### src/rtl/nms_pkg.sv
package nms_pkg;

	localparam int MaxBoxesDefault = 64;
	localparam int ResultCap = 64;
	localparam logic [15:0] IouLimitReset = 16'd26214;
	localparam logic [17:0] OnePixel = 18'd16;

	typedef struct packed {
		logic signed [15:0] box_left;
		logic signed [15:0] box_top;
		logic [14:0] box_width;
		logic [14:0] box_height;
		logic [15:0] box_score;
		logic final_box;
	} box_in_t;

	typedef struct packed {
		logic [5:0] kept_index;
		logic [15:0] kept_score;
		logic final_kept;
		logic overflowed;
	} box_out_t;

	typedef enum logic [3:0] {
		ST_LOAD,
		ST_CLEAR,
		ST_SCAN,
		ST_SCAN_WAIT,
		ST_PICK,
		ST_SUPP,
		ST_SUPP_WAIT,
		ST_EMIT,
		ST_DONE
	} nms_state_t;

	// controller -> datapath
	typedef struct packed {
		logic store_box;
		logic clear_flags;
		logic scan_start;
		logic scan_step;
		logic keep_best;
		logic supp_start;
		logic supp_step;
		logic load_out;
		logic end_batch;
	} nms_cmd_t;

	// datapath -> controller
	typedef struct packed {
		logic scan_last;
		logic found;
		logic supp_last;
		logic clear_last;
		logic cap_reached;
	} nms_status_t;

endpackage

### src/rtl/nms_ctrl.sv
module nms_ctrl (
	input  logic clk,
	input  logic arst_n,
	input  logic in_valid,
	input  logic in_final,
	output logic in_ready,
	output logic out_valid,
	input  logic out_ready,
	input  nms_pkg::nms_status_t status,
	output nms_pkg::nms_cmd_t cmd
);
	nms_pkg::nms_state_t state_q, state_d;

	always_ff @(posedge clk or negedge arst_n) begin
		if (!arst_n) begin
			state_q <= nms_pkg::ST_LOAD;
		end else begin
			state_q <= state_d;
		end
	end

	always_comb begin
		state_d = state_q;
		cmd = '0;
		in_ready = 1'b0;
		out_valid = 1'b0;
		unique case (state_q)
			nms_pkg::ST_LOAD: begin
				in_ready = 1'b1;
				if (in_valid) begin
					cmd.store_box = 1'b1;
					if (in_final) begin
						state_d = nms_pkg::ST_CLEAR;
					end
				end
			end
			nms_pkg::ST_CLEAR: begin
				cmd.clear_flags = 1'b1;
				cmd.scan_start = 1'b1;
				state_d = nms_pkg::ST_SCAN;
			end
			nms_pkg::ST_SCAN: begin
				cmd.scan_step = 1'b1;
				if (status.scan_last) begin
					state_d = nms_pkg::ST_SCAN_WAIT;
				end
			end
			nms_pkg::ST_SCAN_WAIT: begin
				// last scan read in flight
				cmd.scan_step = 1'b1;
				state_d = nms_pkg::ST_PICK;
			end
			nms_pkg::ST_PICK: begin
				if (status.found && !status.cap_reached) begin
					cmd.keep_best = 1'b1;
					cmd.supp_start = 1'b1;
					state_d = nms_pkg::ST_SUPP;
				end else begin
					state_d = nms_pkg::ST_DONE;
				end
			end
			nms_pkg::ST_SUPP: begin
				cmd.supp_step = 1'b1;
				if (status.supp_last) begin
					state_d = nms_pkg::ST_SUPP_WAIT;
				end
			end
			nms_pkg::ST_SUPP_WAIT: begin
				cmd.supp_step = 1'b1;
				if (status.clear_last) begin
					cmd.load_out = 1'b1;
					state_d = nms_pkg::ST_EMIT;
				end
			end
			nms_pkg::ST_EMIT: begin
				out_valid = 1'b1;
				if (out_ready) begin
					cmd.scan_start = 1'b1;
					state_d = nms_pkg::ST_SCAN;
				end
			end
			nms_pkg::ST_DONE: begin
				cmd.end_batch = 1'b1;
				state_d = nms_pkg::ST_LOAD;
			end
			default: state_d = nms_pkg::ST_LOAD;
		endcase
	end

endmodule

### config.mk
export PLATFORM = sky130hd
export DESIGN_NAME = nms_ctrl
export DESIGN_NICKNAME = d
export VERILOG_FILES = /design/src/rtl/nms_pkg.sv /design/src/rtl/nms_ctrl.sv
export SDC_FILE = /design/constraint.sdc
export NUM_CORES = 1
export LEC_CHECK = 0
export CORE_AREA = 10 10 47 49
export DETAILED_ROUTE_END_ITERATION = 8
export DIE_AREA = 0 0 57 59
export DONT_BUFFER_PORTS = 1
export GPL_ROUTABILITY_DRIVEN = 1
export SLEW_MARGIN = 20
export SYNTH_ARGS = -nofsm -noshare
export SYNTH_HDL_FRONTEND = slang
export SYNTH_SLANG_ARGS = --single-unit
### constraint.sdc
create_clock -name clk -period 4.5 [get_ports clk]
set_clock_uncertainty 0.05 [all_clocks]
set_input_delay 0 -clock clk [delete_from_list [all_inputs] [get_ports clk]]
set_output_delay 0 -clock clk [all_outputs]
set_load 0.02 [all_outputs]
==> results by group <==
Setup path
  – CP Capture Type: flop
  – Reg-to-reg slack, setup: ~2400 ps
  – CP Depth: 4
  – CP Data Arrival Time: between 2000 and 2500 ps
  – Crit path cell chain: nor4_2 -> nand2_1 -> o311ai_4 -> mux2_4
  – Req. time, crit path: between 4000 and 5000 ps
  – Crit Path Max Fanout: 11
  – WS Path Type: flop to flop
  – Crit start category: flop
  – Worst path slowest cell: nor4_2
  – Delay-heaviest family, CP: simple AND/OR/NAND/NOR gates
  – Worst reg2reg path depth: 4
  – Critical path origin: state_q[3]
  – CP endpoint: state_q[2]
  – Slowest stage delay, CP: 670 ps
  – RR Endpoint: state_q[2]
  – Worst r2r src: state_q[3]
  – Buf/Inv on CP: 0

STA
  – Slew headroom: between 30% and 40%
  – Actual slew at the worst max-slew pin: approximately 1000 ps
  – Period minus WS final: 2070 ps
  – Final setup viols: 0
  – Setup total negative slack: 0 ps
  – Final Max Slew Viols: 0
  – RSZ-0062 raised after global routing: no
  – Max Freq: slightly below 500 MHz
  – Tcrit/Tclk final: a little under half
  – Final Hold Fails: 0

Cells and area
  – Nets: 60
  – Biggest register: state_q
  – Leading registers by flop count: state_q: 4 flops
  – Ant diodes: 0
  – Final Non-Filler Cells: 64
  – Filler cells: between 150 and 200
  – Fin area: between 400 and 500 µm²
  – Proportion of layout cells with a drive suffix above 1: roughly a quarter
  – Core Util, Final: 31.9%
  – Max FFs per register: 4
  – Area delta synth->final: 4.69%

Detailed routing
  – Via count: between 300 and 400
  – Post-route ant nets: 0
  – Detailed Routing Iterations Pass 1: 2
  – Total wire length: 1.01 mm
  – Drt wl/cell: ~16 µm
  – DR vias/cell: between 5 and 6
  – Drt initial violations: 13
  – DR DRC count: 0

Logic synthesis
  – Synth top area share: 23.5%
  – Avg Cell Area, Syn: 8.89 µm²
  – Synthesized instance count: between 40 and 50
  – YS warnings: 0
  – Sequential area share after synthesis: a little under a quarter
  – FF+latch count, synth: 4
  – Ys flop type: dfrtp_1
  – EDFF count, synth: 0
  – Syn nets: slightly below 60
  – Post-synthesis async set-or-reset flop share: 100%
  – Post-Syn Area: between 400 and 500 µm²
  – Synth area leaders: dfrtp_1 (23%), mux2_4 (11%), buf_6 (7.9%)
  – Most numerous cell in the Yosys netlist: nor2_1
  – Yosys top cell by area: dfrtp_1
  – Distinct cells, synth: 25
  – Synth cell count leaders: nor2_1 (6), dfrtp_1 (4), nand2_1 (4), nor3_1 (4)

Global routing
  – Vias in the first global route: about 380
  – Initial antenna violation count: 0
  – GRT overflow: 0
  – Largest net degree at the start of global routing: 17
  – Tot GR Track Use: under 10%
  – First-pass GRT wire length: about 1.7 mm

Worst hold path
  – Worst min path class: input port to flop
  – Startpoint of the worst hold path: in_final

Pwr
  – Power per cell area: 821 nW/µm²
  – Leakage: about 0.18 nW
  – Worst vdd ir: ~0.00027 V

Clock tree
  – Post-CTS setup buffers: 0
  – Sinks on Clock Net: 4
  – CTS clk-pin slew, worst paths: ~40 ps
  – Clock root buffer: clkbuf_4
  – Insertion delay to the later sink of the worst-skew pair: roughly 240 ps
  – CTS tree: built
  – Hold buffer count at CTS: 2
  – Cts bufs inserted: 3
  – H-tree levels: 1
  – Clk buf depth: 2
  – Post_cts resized: 0

Run
  – MaxCap Viol Count: 0

Die
  – I/O pin cnt: 21
  – Chip Height: 59 µm
  – Core Region: roughly 1400 µm²
  – Die area: 3360 µm²
  – # rows: 14
  – Initial Utilization: 30.4%
  – Die Width: between 50 and 60 µm

Placed design
  – Placed cells: about 60
  – IO buf count: 0
  – Hpwl dp: 788 µm
  – GPL Wtd Cong: ~0.78
  – Placed Area: a little over 400 µm²

Outcome
  – Outcome: finished clean
==> where the power goes <==
group	leakage [nW]	switching [mW]	internal (mW)
clock network	0.0138	0.0162	0.0299
logic	0.112	0.118	0.0939
registers	0.0493	0.0566	0.0522
total	0.175	0.191	0.176
==> logic make-up after synthesis <==
family | synth area share, %
multiplexers | 10.6
AND/OR/NAND/NOR | 37.2
flip-flops | 23.5
AO/OA/AOI/OAI | 15.5
buffers and inverters | 13.2
==> stage by stage <==
step	setup slack (ps)	total power, mW	hold slack [ps]
2_1_floorplan	2580	0.312	-346
3_3_place_gp	2440	0.320	-345
3_5_place_dp	2400	0.322	-345
4_1_cts	2400	0.372	54.4
5_1_grt	2260	0.405	65.5
6_report	2430	0.367	53.3
==> cell usage in the layout (no fill, tap or decap) <==
cell and n:
and3_2 1, o311ai_4 1, dlygate4sd3_1 2, dfrtp_1 4, o21ai_0 1, and2_1 1, nor4_2 1, a2111oi_0 1
inv_1 1, a21oi_1 2, nand2_1 4, nor4_1 1, nor3b_1 2, nor3_1 4, clkbuf_4 3, inv_2 1
nor2b_1 1, or3_4 1, o41ai_1 1, nor2_1 6, and3_1 1, nand2b_1 2, nor4b_2 1, mux2_4 3
o31ai_1 1, nor4b_1 1
==> how the worst min path moves through the flow <==
stage / endpoint / slack [ps] / depth (start not counted)
3_5_place_dp: state_q[0] / -350 / 0
3_3_place_gp: state_q[0] / -350 / 0
6_report: state_q[0] / 50 / 4
5_1_grt: state_q[0] / 70 / 3
4_1_cts: state_q[0] / 50 / 4
2_1_floorplan: state_q[0] / -350 / 0
==> layer usage <==
layer / part of all wire (%) / vias up / track usage [%]
li1: - / 174 / -
met1: 42 / 160 / 7.02
met2: 44 / 14 / 8.99
met3: 12 / 3 / 5.58
met4: 1.1 / 0 / 3.02
met5: 0 / - / 0
==> area by class of cell <==
class / count / area, µm² / share of cell area [%]
well taps: 16 / 20.0 / 4.48
flip-flops and latches: 4 / 100 / 22.4
inverters: 2 / 7.51 / 1.68
clock buffers: 3 / 22.5 / 5.04
repair buffers: 2 / 20.0 / 4.48
multi-input cells: 37 / 277 / 61.9
==> worst reg2reg max path: stages (launching register included) <==
cell and delay (ps):
dfrtp_1 500, nor4_2 670, nand2_1 230, o311ai_4 160, mux2_4 330
No activity file was read; power rests on OpenSTA's default activity.
